[config.mk]
export PLATFORM = sky130hd
export DESIGN_NAME = slot_task_buffer_unit
export DESIGN_NICKNAME = d
export VERILOG_FILES = /design/src/rtl/stbu_pkg.sv /design/src/rtl/stbu_slot_alloc.sv /design/src/rtl/slot_task_buffer_unit.sv
export SDC_FILE = /design/constraint.sdc
export NUM_CORES = 1
export LEC_CHECK = 0
export BUFFER_PORTS_ARGS = -buffer_cell sky130_fd_sc_hd__buf_4
export CAP_MARGIN = 25
export CORE_MARGIN = 2
export CORE_UTILIZATION = 45
export CTS_BUF_LIST = sky130_fd_sc_hd__clkbuf_2 sky130_fd_sc_hd__clkbuf_4 sky130_fd_sc_hd__clkbuf_8
export DETAILED_ROUTE_END_ITERATION = 8
export PLACE_DENSITY = 0.67
export SYNTH_ARGS = -nofsm -noshare
export SYNTH_HDL_FRONTEND = slang
export SYNTH_HIERARCHICAL = 1
export SYNTH_SLANG_ARGS = --single-unit
[constraint.sdc]
create_clock -name clk -period 9.4 [get_ports clk]
set_input_delay 0 -clock clk [delete_from_list [all_inputs] [get_ports clk]]
set_output_delay 0 -clock clk [all_outputs]
set_load 0.01 [all_outputs]
[src/rtl/stbu_pkg.sv]
// shared types, codes and field layout for the slot task buffer unit
// no dependencies; used by the allocator, the top level and the checker
`default_nettype none

package stbu_pkg;

  // slot array geometry
  localparam int SLOTS      = 16;
  localparam int SLOT_IDX_W = $clog2(SLOTS);
  localparam int COUNT_W    = $clog2(SLOTS + 1);

  // field widths
  localparam int MODE_W   = 2;
  localparam int HANDLE_W = 32;
  localparam int OUTCNT_W = 32;
  localparam int STATUS_W = 2;
  localparam int TOTAL_W  = 64;
  localparam int THRESH_W = 8;

  // input tdata layout
  localparam int IN_DATA_W = 64;

  // output tdata layout, lowest bit up
  localparam int OUT_TAKEN_LSB  = 0;
  localparam int OUT_SLOT_LSB   = OUT_TAKEN_LSB + HANDLE_W;
  localparam int OUT_COUNT_LSB  = OUT_SLOT_LSB + 4;
  localparam int OUT_INS_LSB    = OUT_COUNT_LSB + 5;
  localparam int OUT_COMP_LSB   = OUT_INS_LSB + TOTAL_W;
  localparam int OUT_ENOUGH_BIT = OUT_COMP_LSB + TOTAL_W;
  localparam int OUT_USED_W     = OUT_ENOUGH_BIT + 1;
  localparam int OUT_DATA_W     = ((OUT_USED_W + 7) / 8) * 8;

  // operation codes
  typedef enum logic [MODE_W-1:0] {
    MODE_ADD     = 2'd0,
    MODE_TAKE    = 2'd1,
    MODE_OUTSIDE = 2'd2,
    MODE_QUERY   = 2'd3
  } mode_t;

  // result status codes
  localparam logic [STATUS_W-1:0] STATUS_OK    = 2'd0;
  localparam logic [STATUS_W-1:0] STATUS_FULL  = 2'd1;
  localparam logic [STATUS_W-1:0] STATUS_EMPTY = 2'd2;

  // sequencer states
  typedef enum logic [1:0] {
    ST_IDLE,
    ST_FIND,
    ST_ACCESS,
    ST_DONE
  } state_t;

  // slot update request from sequencer to allocator
  typedef struct packed {
    logic                  set;
    logic                  clr;
    logic [SLOT_IDX_W-1:0] idx;
  } alloc_ctrl_t;

  // allocator view of the slot array
  typedef struct packed {
    logic                  free_found;
    logic [SLOT_IDX_W-1:0] free_idx;
    logic                  used_found;
    logic [SLOT_IDX_W-1:0] used_idx;
    logic [COUNT_W-1:0]    count;
  } alloc_stat_t;

endpackage

`default_nettype wire

[src/rtl/stbu_slot_alloc.sv]
// occupied bits, occupancy count and lowest free / lowest used slot search
// depends on stbu_pkg
`default_nettype none

module stbu_slot_alloc (
  input  wire                  clk,
  input  wire                  rst_n,
  input  stbu_pkg::alloc_ctrl_t ctrl,
  output stbu_pkg::alloc_stat_t stat
);

  logic [stbu_pkg::SLOTS-1:0]   occ_r;
  logic [stbu_pkg::SLOTS-1:0]   occ_nxt;
  logic [stbu_pkg::COUNT_W-1:0] count_r;
  logic [stbu_pkg::COUNT_W-1:0] count_nxt;

  logic [stbu_pkg::SLOTS-1:0]      free_vec;
  logic [stbu_pkg::SLOTS-1:0]      free_low;
  logic [stbu_pkg::SLOTS-1:0]      used_low;
  logic [stbu_pkg::SLOT_IDX_W-1:0] free_idx;
  logic [stbu_pkg::SLOT_IDX_W-1:0] used_idx;

  // slot bit and count updates
  always_comb begin
    occ_nxt   = occ_r;
    count_nxt = count_r;
    if (ctrl.set) begin
      occ_nxt[ctrl.idx] = 1'b1;
      count_nxt         = count_r + 1'b1;
    end else if (ctrl.clr) begin
      occ_nxt[ctrl.idx] = 1'b0;
      count_nxt         = count_r - 1'b1;
    end
  end

  always_ff @(posedge clk) begin
    if (!rst_n) begin
      occ_r   <= '0;
      count_r <= '0;
    end else begin
      occ_r   <= occ_nxt;
      count_r <= count_nxt;
    end
  end

  // isolate the lowest set bit of each vector with one add
  assign free_vec = ~occ_r;
  assign free_low = free_vec & (~free_vec + 1'b1);
  assign used_low = occ_r & (~occ_r + 1'b1);

  // one-hot to index, each bit contributes on its own
  always_comb begin
    free_idx = '0;
    used_idx = '0;
    for (int i = 0; i < stbu_pkg::SLOTS; i++) begin
      if (free_low[i]) free_idx = free_idx | stbu_pkg::SLOT_IDX_W'(i);
      if (used_low[i]) used_idx = used_idx | stbu_pkg::SLOT_IDX_W'(i);
    end
  end

  assign stat.free_found = |free_vec;
  assign stat.free_idx   = free_idx;
  assign stat.used_found = |occ_r;
  assign stat.used_idx   = used_idx;
  assign stat.count      = count_r;

endmodule

`default_nettype wire

[src/rtl/slot_task_buffer_unit.sv]
// slot task buffer unit: an accepted item passes through accept, slot search,
// slot and memory access with the shared 64-bit adder, and result load; only
// one item is in flight, and a new item is accepted once its result is loaded.
// the handle memory read is registered, which sets the access step.
// synchronous active-low reset clears state, result valid, occupied bits, count, totals, threshold;
// handle memory holds no reset and needs no clearing pass
`default_nettype none

module slot_task_buffer_unit (
  input  wire                                 clk,
  input  wire                                 rst_n,
  // config write, threshold in cfg_data[7:0]
  input  wire                                 cfg_valid,
  output logic                                cfg_ready,
  input  wire [stbu_pkg::THRESH_W-1:0]        cfg_data,
  // input item
  input  wire                                 in_tvalid,
  output logic                                in_tready,
  input  wire [stbu_pkg::IN_DATA_W-1:0]       in_tdata,  // task_handle, outside_count
  input  wire [stbu_pkg::MODE_W-1:0]          in_tuser,  // mode
  // result item
  output logic                                out_tvalid,
  input  wire                                 out_tready,
  // taken_handle, slot_used, occupied_count, inserted_total, completed_total,
  // enough_buffered, zero fill
  output logic [stbu_pkg::OUT_DATA_W-1:0]     out_tdata,
  output logic [stbu_pkg::STATUS_W-1:0]       out_tuser  // status
);

  stbu_pkg::state_t state_r, state_nxt;

  // captured item
  stbu_pkg::mode_t                mode_r;
  logic [stbu_pkg::HANDLE_W-1:0]  handle_r;
  logic [stbu_pkg::OUTCNT_W-1:0]  outside_r;

  // search result
  logic                           hit_r, hit_nxt;
  logic [stbu_pkg::SLOT_IDX_W-1:0] idx_r, idx_nxt;

  // totals and threshold
  logic [stbu_pkg::TOTAL_W-1:0]   ins_r;
  logic [stbu_pkg::TOTAL_W-1:0]   comp_r;
  logic [stbu_pkg::THRESH_W-1:0]  thresh_r;

  // handle memory
  logic [stbu_pkg::HANDLE_W-1:0]  mem [stbu_pkg::SLOTS];
  logic [stbu_pkg::HANDLE_W-1:0]  mem_rd_r;

  // result register
  logic                            out_valid_r;
  logic [stbu_pkg::OUT_DATA_W-1:0] out_data_r;
  logic [stbu_pkg::STATUS_W-1:0]   out_status_r;

  // sequencer outputs
  logic                  accept;
  logic                  do_access;
  logic                  out_load;
  stbu_pkg::alloc_ctrl_t ctrl;
  stbu_pkg::alloc_stat_t stat;

  // shared adder
  logic                          add_en;
  logic                          add_to_ins;
  logic [stbu_pkg::TOTAL_W-1:0]  add_a;
  logic [stbu_pkg::TOTAL_W-1:0]  add_b;
  logic [stbu_pkg::TOTAL_W-1:0]  add_sum;

  // result fields
  logic [stbu_pkg::STATUS_W-1:0] status;
  logic [stbu_pkg::HANDLE_W-1:0] taken;
  logic                          enough;

  stbu_slot_alloc u_alloc (
    .clk   (clk),
    .rst_n (rst_n),
    .ctrl  (ctrl),
    .stat  (stat)
  );

  // config port always ready
  assign cfg_ready = 1'b1;

  always_ff @(posedge clk) begin
    if (!rst_n) begin
      thresh_r <= '0;
    end else if (cfg_valid) begin
      thresh_r <= cfg_data;
    end
  end

  // next state
  always_comb begin
    state_nxt = state_r;
    unique case (state_r)
      stbu_pkg::ST_IDLE:   if (in_tvalid) state_nxt = stbu_pkg::ST_FIND;
      stbu_pkg::ST_FIND:   state_nxt = stbu_pkg::ST_ACCESS;
      stbu_pkg::ST_ACCESS: state_nxt = stbu_pkg::ST_DONE;
      stbu_pkg::ST_DONE:   if (!out_valid_r || out_tready) state_nxt = stbu_pkg::ST_IDLE;
      default:             state_nxt = stbu_pkg::ST_IDLE;
    endcase
  end

  // sequencer outputs
  always_comb begin
    in_tready = 1'b0;
    do_access = 1'b0;
    out_load  = 1'b0;
    unique case (state_r)
      stbu_pkg::ST_IDLE:   in_tready = 1'b1;
      stbu_pkg::ST_FIND:   ;
      stbu_pkg::ST_ACCESS: do_access = 1'b1;
      stbu_pkg::ST_DONE:   out_load  = !out_valid_r || out_tready;
      default:             ;
    endcase
  end

  assign accept = in_tvalid && in_tready;

  always_ff @(posedge clk) begin
    if (!rst_n) begin
      state_r <= stbu_pkg::ST_IDLE;
    end else begin
      state_r <= state_nxt;
    end
  end

  // item capture
  always_ff @(posedge clk) begin
    if (accept) begin
      mode_r    <= stbu_pkg::mode_t'(in_tuser);
      handle_r  <= in_tdata[stbu_pkg::HANDLE_W-1:0];
      outside_r <= in_tdata[stbu_pkg::IN_DATA_W-1:stbu_pkg::HANDLE_W];
    end
  end

  // pick lowest free slot for add, lowest used slot for take
  always_comb begin
    hit_nxt = 1'b0;
    idx_nxt = '0;
    case (mode_r)
      stbu_pkg::MODE_ADD: begin
        hit_nxt = stat.free_found;
        idx_nxt = stat.free_idx;
      end
      stbu_pkg::MODE_TAKE: begin
        hit_nxt = stat.used_found;
        idx_nxt = stat.used_idx;
      end
      default: ;
    endcase
  end

  always_ff @(posedge clk) begin
    if (state_r == stbu_pkg::ST_FIND) begin
      hit_r <= hit_nxt;
      idx_r <= idx_nxt;
    end
  end

  // slot bit update
  assign ctrl.set = do_access && hit_r && (mode_r == stbu_pkg::MODE_ADD);
  assign ctrl.clr = do_access && hit_r && (mode_r == stbu_pkg::MODE_TAKE);
  assign ctrl.idx = idx_r;

  // handle memory, registered read
  always_ff @(posedge clk) begin
    if (ctrl.set) begin
      mem[idx_r] <= handle_r;
    end
    if (do_access) begin
      mem_rd_r <= mem[idx_r];
    end
  end

  // shared 64-bit adder for both totals
  assign add_to_ins = (mode_r == stbu_pkg::MODE_ADD);
  assign add_en     = do_access && (hit_r || (mode_r == stbu_pkg::MODE_OUTSIDE));
  assign add_a      = add_to_ins ? ins_r : comp_r;
  assign add_b      = (mode_r == stbu_pkg::MODE_OUTSIDE)
                      ? {{(stbu_pkg::TOTAL_W-stbu_pkg::OUTCNT_W){1'b0}}, outside_r}
                      : stbu_pkg::TOTAL_W'(1);
  assign add_sum    = add_a + add_b;

  always_ff @(posedge clk) begin
    if (!rst_n) begin
      ins_r  <= '0;
      comp_r <= '0;
    end else if (add_en) begin
      if (add_to_ins) ins_r <= add_sum;
      else            comp_r <= add_sum;
    end
  end

  // result fields
  always_comb begin
    status = stbu_pkg::STATUS_OK;
    case (mode_r)
      stbu_pkg::MODE_ADD:  if (!hit_r) status = stbu_pkg::STATUS_FULL;
      stbu_pkg::MODE_TAKE: if (!hit_r) status = stbu_pkg::STATUS_EMPTY;
      default:             ;
    endcase
  end

  assign taken  = (hit_r && (mode_r == stbu_pkg::MODE_TAKE)) ? mem_rd_r : '0;
  assign enough = (thresh_r == '0)
                  ? (stat.count != '0)
                  : ({{(stbu_pkg::THRESH_W-stbu_pkg::COUNT_W){1'b0}}, stat.count} >= thresh_r);

  // result register
  always_ff @(posedge clk) begin
    if (!rst_n) begin
      out_valid_r <= 1'b0;
    end else if (out_load) begin
      out_valid_r <= 1'b1;
    end else if (out_tready) begin
      out_valid_r <= 1'b0;
    end
  end

  always_ff @(posedge clk) begin
    if (out_load) begin
      out_status_r <= status;
      out_data_r[stbu_pkg::OUT_SLOT_LSB-1:stbu_pkg::OUT_TAKEN_LSB] <= taken;
      out_data_r[stbu_pkg::OUT_COUNT_LSB-1:stbu_pkg::OUT_SLOT_LSB] <=
        hit_r ? 4'(idx_r) : 4'd0;
      out_data_r[stbu_pkg::OUT_INS_LSB-1:stbu_pkg::OUT_COUNT_LSB]  <= 5'(stat.count);
      out_data_r[stbu_pkg::OUT_COMP_LSB-1:stbu_pkg::OUT_INS_LSB]   <= ins_r;
      out_data_r[stbu_pkg::OUT_ENOUGH_BIT-1:stbu_pkg::OUT_COMP_LSB] <= comp_r;
      out_data_r[stbu_pkg::OUT_ENOUGH_BIT] <= enough;
      // zero fill up to the byte boundary
      out_data_r[stbu_pkg::OUT_DATA_W-1:stbu_pkg::OUT_USED_W] <= '0;
    end
  end

  assign out_tvalid = out_valid_r;
  assign out_tdata  = out_data_r;
  assign out_tuser  = out_status_r;

endmodule

`default_nettype wire

==> results.json, run 1 <==
{
  "status": "completed",
  "ctsHtreeMaxLevel": 4,
  "cts_resized": 0,
  "die_h_microns": 295,
  "grt-ovfl-total": 0,
  "period_minus_slack_ps": 5050,
  "clk_latency_ps": 810,
  "p_per_area_nw_per_um2": 229,
  "cp-end-kind": "flop",
  "die_area_sq_um": 87200,
  "firstDrtPassIters": 7,
  "yosys_most_used_dff": "edfxtp_1",
  "final_hold_viol_count": 0,
  "critPathKind": "reg2reg",
  "clk_pin_slew_ps": 60,
  "tns_ps": 0,
  "peakVddDrop_mv": 0.145,
  "synth.most_common_cell": "edfxtp_1",
  "switchingPower_mw": 2.84,
  "rsz0062_at_grt": "no",
  "clkPwrFrac_pct": 34.1,
  "gp_congestion": 0.915,
  "drcViolationCount": 0,
  "grt_use_total_pct": 21.2,
  "instances_no_fill": 4173,
  "maxSlewViolCount": 0,
  "fp.dieW_microns": 295,
  "wl_per_cell_microns": 22.1,
  "cts_made_buffers": 156,
  "yosys_register_bits": 947,
  "final_area_sq_um": 46200,
  "drive_gt1_share_pct": 25.0,
  "start_util_pct": 45.6,
  "vias_per_cell": 5.55,
  "grt_max_degree": 89,
  "place_area_sq_um": 41400,
  "cts_tree": "built",
  "skew_ps": 44.8,
  "p_int_mw": 7.72,
  "placed_cells": 3724,
  "area_growth_pct": 20.9,
  "min_period_over_period_pct": 53.7,
  "ios": 260,
  "synth.distinct_cells": 94,
  "seqPwrFrac_pct": 49.6,
  "ys_warn_count": 6,
  "synth_commonest_cells": "edfxtp_1 (787), nand2_1 (259), dfxtp_1 (160), mux4_2 (160), nor2_1 (118)",
  "synthTopCellsByArea": "edfxtp_1 (62%), mux4_2 (9.4%), dfxtp_1 (8.4%)",
  "ys_seq_area_share_pct": 70.3,
  "layout.nets": 3033,
  "cp.required_ps": 10080,
  "dpl.hpwl_mm": 53.5,
  "clockRootBuffer": "clkbuf_8",
  "yosysTopAreaCell": "edfxtp_1",
  "syn_inst": 2427,
  "maxCapViolations": 0,
  "wirelength_mm": 92.3,
  "p_comb_share_pct": 16.3,
  "synth_area_sq_um": 38200,
  "cts.sinks": 947,
  "coreArea_sq_um": 83800,
  "synth.top_cell.area_share_pct": 61.9,
  "drt-initial-drc-count": 2116,
  "crit_arrival_ps": 5730,
  "setup_viol": 0,
  "slew_headroom_pct": 33.8,
  "port_buffers": 252,
  "worstPathMaxFanout": 55,
  "synth-edff-count": 787,
  "rows": 106,
  "clk_path_buf_depth": 3,
  "vias": 23165,
  "syn_avg_cell_area_sq_um": 15.7,
  "first_global_vias": 23117,
  "ant_nets": 0,
  "tightest_slew_ps": 993,
  "grt_pass1_wl_mm": 139,
  "async_reset_ff_share_pct": 0,
  "min_path_type": "in2reg",
  "startpoint_type": "flop",
  "leakagePower_nw": 15.9,
  "sw_frac_of_total_pct": 26.9,
  "max_freq_mhz": 198,
  "antenna_found_initial": 2
}
-- worst max-delay path, cell delays in order (launching register included) --
cell      delay, ps
edfxtp_1        830
or2_4           450
buf_4           570
nand2_1         130
nand2_1          90
ha_1            280
a21oi_1         230
o21ai_0         160
a311oi_1        220
o21ai_0         110
a21o_1          190
o21ai_2         700
and2_1          540
nor4_1          120
a311o_1         280
-- stage by stage --
| step | hold WS [ps] | power [mW] | utilization, % | worst slack [ps] |
|---|---|---|---|---|
| global placement | 178 | 6.94 | 49.3 | 4420 |
| finish | 147 | 10.6 | 55.1 | 4350 |
| global route | 137 | 11.0 | 55.1 | 3970 |
| detailed placement | 179 | 7.01 | 49.4 | 4400 |
| CTS | 51.3 | 10.7 | 55.0 | 4360 |
| floorplan | 98.9 | 6.39 | - | 563 |
-- timing repair --
item,4_1_cts,5_1_grt
hold buffers,159,0
endpoints found under the hold margin,145,0
setup buffers,0,0
-- area by class of cell --
cell class	count	area [sq um]
fill	6680	37700
sequential	947	26800
multi-input combinational	1328	10800
timing repair buffer	452	3850
clock buffer	205	2530
tap	1134	1420
clock inverter	83	598
inverter	23	87.6
antenna	1	2.50
-- kinds of logic (layout without fill, tap and decap cells) --
kind of cell / count (synthesis) / count (layout) / share of synthesized area, %
DFF: 947 / 947 / 70.3
buffers and inverters: 157 / 763 / 1.76
adders and majority gates: 46 / 46 / 1.55
AOI/OAI and AO/OA: 319 / 319 / 5.55
and+or+nand+nor: 701 / 701 / 9.12
muxes: 195 / 195 / 10.4
other: 2 / 8 / 0.0197
xor gates and xnor gates: 60 / 60 / 1.38
-- cells in the final DEF (no fill, tap or decap), drive strengths merged, types with 29 or more instances in the layout --
cell type / netlist / final
xnor2: 45 / 45
edfxtp: 787 / 787
dfxtp: 160 / 160
nor2: 121 / 121
mux2i: 35 / 35
nand3: 66 / 66
dlygate4sd3: 0 / 159
clkinv: 1 / 64
o21ai: 60 / 60
and2: 77 / 77
nand2: 260 / 260
mux4: 160 / 160
clkbuf: 85 / 205
a21oi: 88 / 88
buf: 49 / 293
inv: 22 / 32
ha: 44 / 44
nor3: 29 / 29
-- power by group through the flow --
stage	logic (mW)	registers, mW	clock network [mW]
2_1_floorplan	1.09	5.31	0
5_1_grt	1.85	5.28	3.86
3_3_place_gp	1.63	5.31	0
4_1_cts	1.74	5.24	3.68
3_5_place_dp	1.68	5.33	0
6_report	1.72	5.24	3.60
-- worst paths after layout --
check,endpoint,depth (start not counted),slack (ps),from
setup / recovery,ins_r[57],14,4350,mode_r[0]
hold / removal,thresh_r[6],4,150,cfg_valid
setup reg to reg,ins_r[57],14,4350,mode_r[0]
hold reg to reg,out_tdata[50],0,450,ins_r[9]
-- state kept, by name, summed over array words and instances, names as in the netlist, named ones only --
register	cells
mem	512
out_tdata	170
comp_r	64
ins_r	64
handle_r	32
mem_rd_r	32
outside_r	32
thresh_r	8
u_alloc/count_r	5
idx_r	4
mode_r	2
out_tuser	2
state_r	2
hit_r	1
out_tvalid	1
-- per-layer routing --
metal  global-route usage, %  part of all wire (%)  vias to the layer above
met2                    34.4                    49                      957
met3                    3.98                   7.3                      162
li1                        -                     -                    10363
met4                    7.35                   2.5                        0
met5                       0                     0                        -
met1                    28.9                    42                    11683
Note: power is estimated with default switching activity, not from simulation.
==> run 2: changes to the inputs <==
Settings changed: PLACE_DENSITY 0.67 to 0.64.
Clock period 9.4 ns to 5.1 ns, I/O delays scaled along.
==> run 2 against run 1 <==
  * Clock-buffer cell count up 9
  * Largest power group unchanged
  * Sequential power increased by 85%
  * Global-route usage increased by 0.49 points
  * Clock skew rose by 6.1 ps
  * Via count hardly changed
  * Sequential share of layout area decreased by 0.15 points
  * Critical path type unchanged
  * Largest cell class unchanged
==> results.json, run 2 (synthesis results as in run 1) <==
{
  "status": "completed",
  "leakagePower_nw": 15.9,
  "port_buffers": 252,
  "period_minus_slack_ps": 4120,
  "min_path_type": "in2reg",
  "peakVddDrop_mv": 0.316,
  "grt-ovfl-total": 0,
  "instances_no_fill": 4185,
  "cts_setup_buffers": 0,
  "area_growth_pct": 21.2,
  "max_freq_mhz": 243,
  "drt-initial-drc-count": 2108,
  "wirelength_mm": 94.7,
  "slowest_stage": "and2_1",
  "die_h_microns": 295,
  "maxCapViolations": 0,
  "final_common_cell": "edfxtp_1",
  "first_global_vias": 23692,
  "die_area_sq_um": 87200,
  "tightest_slew_ps": 1010,
  "vias_per_cell": 5.54,
  "cts_made_buffers": 155,
  "slowest_delay_ps": 590,
  "holdBufCountCts": 162,
  "p_per_area_nw_per_um2": 421,
  "worstPathMaxFanout": 19,
  "pre_cts_ws_ps": 1020,
  "final_hold_viol_count": 0,
  "grt_max_degree": 136,
  "min_period_over_period_pct": 80.8,
  "critPathKind": "reg2reg",
  "clockRootBuffer": "clkbuf_8",
  "fp.dieW_microns": 295,
  "start_util_pct": 45.6,
  "layout.nets": 3048,
  "firstDrtPassIters": 6,
  "setup_ws_ps": 978,
  "cts_resized": 0,
  "layout_common_cells": "edfxtp_1 (787), buf_4 (301), nand2_1 (258), dlygate4sd3_1 (162), clkbuf_8 (161)",
  "clk_pin_slew_ps": 60,
  "startpoint_type": "flop",
  "wl_per_cell_microns": 22.6,
  "crit_arrival_ps": 4800,
  "coreArea_sq_um": 83800,
  "cp.required_ps": 5780,
  "skew_ps": 50.8,
  "ctsHtreeMaxLevel": 4,
  "vias": 23186,
  "ios": 260,
  "grt_pass1_wl_mm": 142,
  "fillers": 6731,
  "largest_register_ff_count": 512,
  "dpl.hpwl_mm": 57.4,
  "setup_viol": 0,
  "cts.sinks": 947,
  "rows": 106,
  "antenna_found_initial": 2,
  "gp_congestion": 0.936,
  "tns_ps": 0,
  "clk_path_buf_depth": 3,
  "clk_latency_ps": 820,
  "grt_use_total_pct": 21.7,
  "cp-end-kind": "flop",
  "place_area_sq_um": 41500,
  "drcViolationCount": 0,
  "maxSlewViolCount": 0,
  "drive_gt1_share_pct": 25.4,
  "slew_headroom_pct": 32.8,
  "final_area_sq_um": 46300,
  "rsz0062_at_grt": "no",
  "placed_cells": 3737,
  "path_cells": "buf_4 > nor2_4 > buf_4 > nand2_1 > nand2_1 > ha_1 > a21oi_2 > o21bai_1 > a21oi_1 > or3_1 > o21a_1 > and2_1 > nor4_1 > a311o_1",
  "regMostFlops": "mem",
  "cts_tree": "built",
  "ant_nets": 0
}
## run 2: final cells by class
cell class / instances / area (sq um) / area share [%]
multi-input cells: 1328 / 10800 / 23.4
diodes: 1 / 2.50 / 0.00541
repair buffers: 468 / 3980 / 8.60
clock buffers: 214 / 2610 / 5.65
well taps: 1134 / 1420 / 3.07
inverters: 23 / 87.6 / 0.189
clock inverters: 70 / 499 / 1.08
flip-flops and latches: 947 / 26800 / 58.0
## run 2: final timing paths
check                   from             end  slack [ps]  depth (start not counted)
setup / recovery   mode_r[0]       ins_r[57]         980                         14
hold / removal     cfg_valid     thresh_r[5]         130                          4
setup reg to reg   mode_r[0]       ins_r[57]         980                         14
hold reg to reg   comp_r[28]  out_tdata[133]         460                          0
## run 2: metrics by stage
stage                     total power, mW  util [%]  hold slack (ps)
after floorplan                      11.7         -             98.9
after global placement               12.9      49.5              178
after detailed placement             13.0      49.5              179
after CTS                            19.7      55.2             28.6
after global routing                 20.3      55.2              109
final                                19.5      55.2              131
## run 2: report_power, final
| part | internal [mW] | total [mW] | switching (mW) |
|---|---|---|---|
| registers | 9.24 | 9.69 | 0.445 |
| clock network | 3.56 | 6.60 | 3.04 |
| logic | 1.42 | 3.19 | 1.77 |
## run 2: routing by layer
layer | part of all wire, % | vias to the layer above | track usage, %
met3 | 6.5 | 168 | 4.17
met1 | 40 | 11748 | 27.7
li1 | - | 10379 | -
met4 | 2.6 | 2 | 7.91
met5 | 0.0084 | - | 0
met2 | 51 | 889 | 37.0
## run 2: worst max-delay path, delay by kind of cell, from the launching register on
kind                     cells  cell delay [ps]
AO/OA/AOI/OAI                5             1490
adder cells (fa/ha/maj)      1              320
buffers and inverters        2              510
flip-flops                   1              450
AND/OR/NAND/NOR              6             1200
==> run 3: changes to the inputs <==
Settings changed: ABC_AREA set to 1.
Clock period 5.1 ns to 4.3 ns, I/O delays scaled along.
==> run 3 against run 2 <==
  * Non-clock buffer count increased by 15
  * Critical endpoint is now comp_r[51]
  * Clock-buffer cell count is 8 higher
  * Power up 26%
  * Global-route usage is 3.1 points higher
  * Via count increased by 23%
  * Largest power group unchanged
  * Sequential cell count unchanged
==> results.json, run 3 <==
{
  "grt-ovfl-total": 0,
  "die_h_microns": 301,
  "synth.top_cell.area_share_pct": 59.6,
  "yosys_most_used_dff": "edfxtp_1",
  "layout_common_cells": "edfxtp_1 (787), nand2_1 (667), inv_1 (463), nor2_1 (320), buf_4 (298)",
  "grt_use_total_pct": 24.8,
  "grt_max_degree": 77,
  "area_growth_pct": 21.4,
  "seqPwrFrac_pct": 48.0,
  "reg2regPathDepth": 14,
  "skew_ps": 67.4,
  "cts.sinks": 947,
  "yosysTopAreaCell": "edfxtp_1",
  "port_buffers": 252,
  "vias": 28565,
  "wl_per_cell_microns": 20.9,
  "drive_gt1_share_pct": 15.0,
  "drt-met1-wl_mm": 47.8,
  "drcViolationCount": 0,
  "clk_path_buf_depth": 3,
  "min_path_type": "in2reg",
  "worstPathMaxFanout": 76,
  "cp-end-kind": "flop",
  "largest_register_ff_count": 512,
  "dpl.hpwl_mm": 72.0,
  "tns_ps": 0,
  "p_per_area_nw_per_um2": 510,
  "async_reset_ff_share_pct": 0,
  "rsz0062_at_grt": "no",
  "antenna_found_initial": 2,
  "synth.distinct_cells": 48,
  "whs_ps": 137,
  "cts_tree": "built",
  "synth-edff-count": 787,
  "setup_viol": 0,
  "clk_latency_ps": 860,
  "tightest_slew_ps": 1030,
  "holdPathEnd": "out_tvalid",
  "syn_avg_cell_area_sq_um": 10.9,
  "ys_warn_count": 6,
  "ios": 260,
  "ant_nets": 0,
  "yosys_register_bits": 947,
  "rows": 108,
  "r2r-start": "mode_r[0]",
  "status": "completed",
  "gp_congestion": 0.985,
  "die_area_sq_um": 90500,
  "clk_pin_slew_ps": 60,
  "fp.dieW_microns": 301,
  "sw_frac_of_total_pct": 30.6,
  "startpoint_type": "flop",
  "maxSlewViolCount": 0,
  "clockRootBuffer": "clkbuf_8",
  "synthTopCellsByArea": "edfxtp_1 (60%), dfxtp_1 (8.1%), nand2_1 (6.3%)",
  "grt_pass1_wl_mm": 169,
  "reg2reg_to": "comp_r[51]",
  "leakagePower_nw": 19.0,
  "min_from": "out_tready",
  "critPathKind": "reg2reg",
  "synth.most_common_cell": "edfxtp_1",
  "cts_resized": 0,
  "switchingPower_mw": 7.51,
  "final_hold_viol_count": 0,
  "wl_met3_mm": 7.21,
  "cts_made_buffers": 153,
  "layout.nets": 4243,
  "peakVddDrop_mv": 0.332,
  "slew_headroom_pct": 31.0,
  "top_layer": "met4",
  "min_path_cells": 5,
  "ys_seq_area_share_pct": 67.7,
  "regMostFlops": "mem",
  "synth_commonest_cells": "edfxtp_1 (787), nand2_1 (670), inv_1 (467)",
  "vias_per_cell": 5.29,
  "drt-initial-drc-count": 2435,
  "first_global_vias": 27712,
  "ctsHtreeMaxLevel": 4,
  "clkPwrFrac_pct": 32.7,
  "p_int_mw": 17.0,
  "reg2reg_slack_ps": 660,
  "final_common_cell": "edfxtp_1",
  "max_freq_mhz": 275,
  "cp.required_ps": 5030,
  "period_minus_slack_ps": 3640,
  "syn_inst": 3621,
  "wl_met2_mm": 54.5,
  "p_comb_share_pct": 19.4,
  "crit_arrival_ps": 4370,
  "coreArea_sq_um": 87000,
  "wirelength_mm": 113,
  "min_period_over_period_pct": 84.7,
  "firstDrtPassIters": 6,
  "start_util_pct": 45.6,
  "synth_area_sq_um": 39600,
  "maxCapViolations": 0
}
-- run 3: cell count changes in the layout (fill, tap and decap cells not counted), moves of 75 or more --
| cell | before | now |
|---|---|---|
| a22oi_1 | 2 | 256 |
| nand2_1 | 258 | 667 |
| inv_1 | 20 | 463 |
| and2_1 | 76 | 1 |
| a21oi_1 | 87 | 264 |
| nor2_1 | 106 | 320 |
| nand3_1 | 65 | 161 |
| o21ai_0 | 48 | 123 |
| mux4_2 | 160 | 0 |
-- run 3: critical path, stage by stage (launching register included) --
cell	delay (ps)
edfxtp_1	550
nor2_4	200
buf_12	300
buf_4	530
nand2_1	90
o21ai_1	280
nand2_1	200
nor2_1	180
nand2_1	160
nor2_1	410
nand3_1	200
nand3_1	130
nand3_1	80
nand2_1	90
inv_1	40
-- run 3: layout make-up --
class | instances | area (sq um)
fillers | 7425 | 38900
flip-flops and latches | 947 | 26800
multi-input cells | 2050 | 10600
repair buffers | 483 | 4250
clock buffers | 222 | 2710
inverters | 483 | 1820
well taps | 1155 | 1450
clock inverters | 56 | 487
diodes | 3 | 7.51
-- run 3: routing by layer --
metal | vias to the layer above | global-route usage (%)
met2 | 1101 | 40.9
li1 | 13525 | -
met4 | 0 | 8.66
met5 | - | 0
met1 | 13704 | 33.0
met3 | 235 | 4.40
-- run 3: through the flow --
step	setup WS (ps)	total power, mW	cell area, sq um	util (%)	std cells
after floorplan	87.6	14.5	39700	-	3626
after global placement	773	16.5	43200	49.7	4948
after detailed placement	793	16.6	43200	49.7	4949
after CTS	803	24.7	48100	55.3	5396
after global routing	483	25.7	48100	55.3	5398
final	658	24.6	48100	55.3	5399
-- run 3: repair_timing --
item | 4_1_cts | 5_1_grt
setup buffers | 0 | 0
hold buffers | 169 | 0
endpoints found under the setup margin | 0 | 0
hold endpoints to repair | 181 | 0
-- run 3: worst max path at each step --
stage / slack (ps) / endpoint / start / cells past startpoint
floorplan: 90 / mem[13][0] / state_r[0] / 8
global placement: 770 / ins_r[51] / mode_r[0] / 14
detailed placement: 790 / ins_r[51] / mode_r[0] / 14
CTS: 800 / ins_r[51] / mode_r[0] / 14
global route: 480 / comp_r[51] / mode_r[0] / 14
finish: 660 / comp_r[51] / mode_r[0] / 14
-- run 3: cells by family after synthesis --
family | after synthesis | share of synthesized area (%)
compound gates | 714 | 10.9
fa+ha+maj | 46 | 1.49
other cells | 2 | 0.0189
xor+xnor | 29 | 0.641
simple gates | 1254 | 13.2
flops | 947 | 67.7
buf+inv | 629 | 6.12
-- run 3: power by group through the flow --
stage / Combinational (mW) / Sequential (mW) / Clock (mW)
floorplan: 2.72 / 11.8 / 0
global placement: 4.57 / 11.9 / 0
detailed placement: 4.59 / 12.0 / 0
CTS: 4.74 / 11.8 / 8.20
global route: 5.22 / 11.9 / 8.58
finish: 4.75 / 11.8 / 8.02
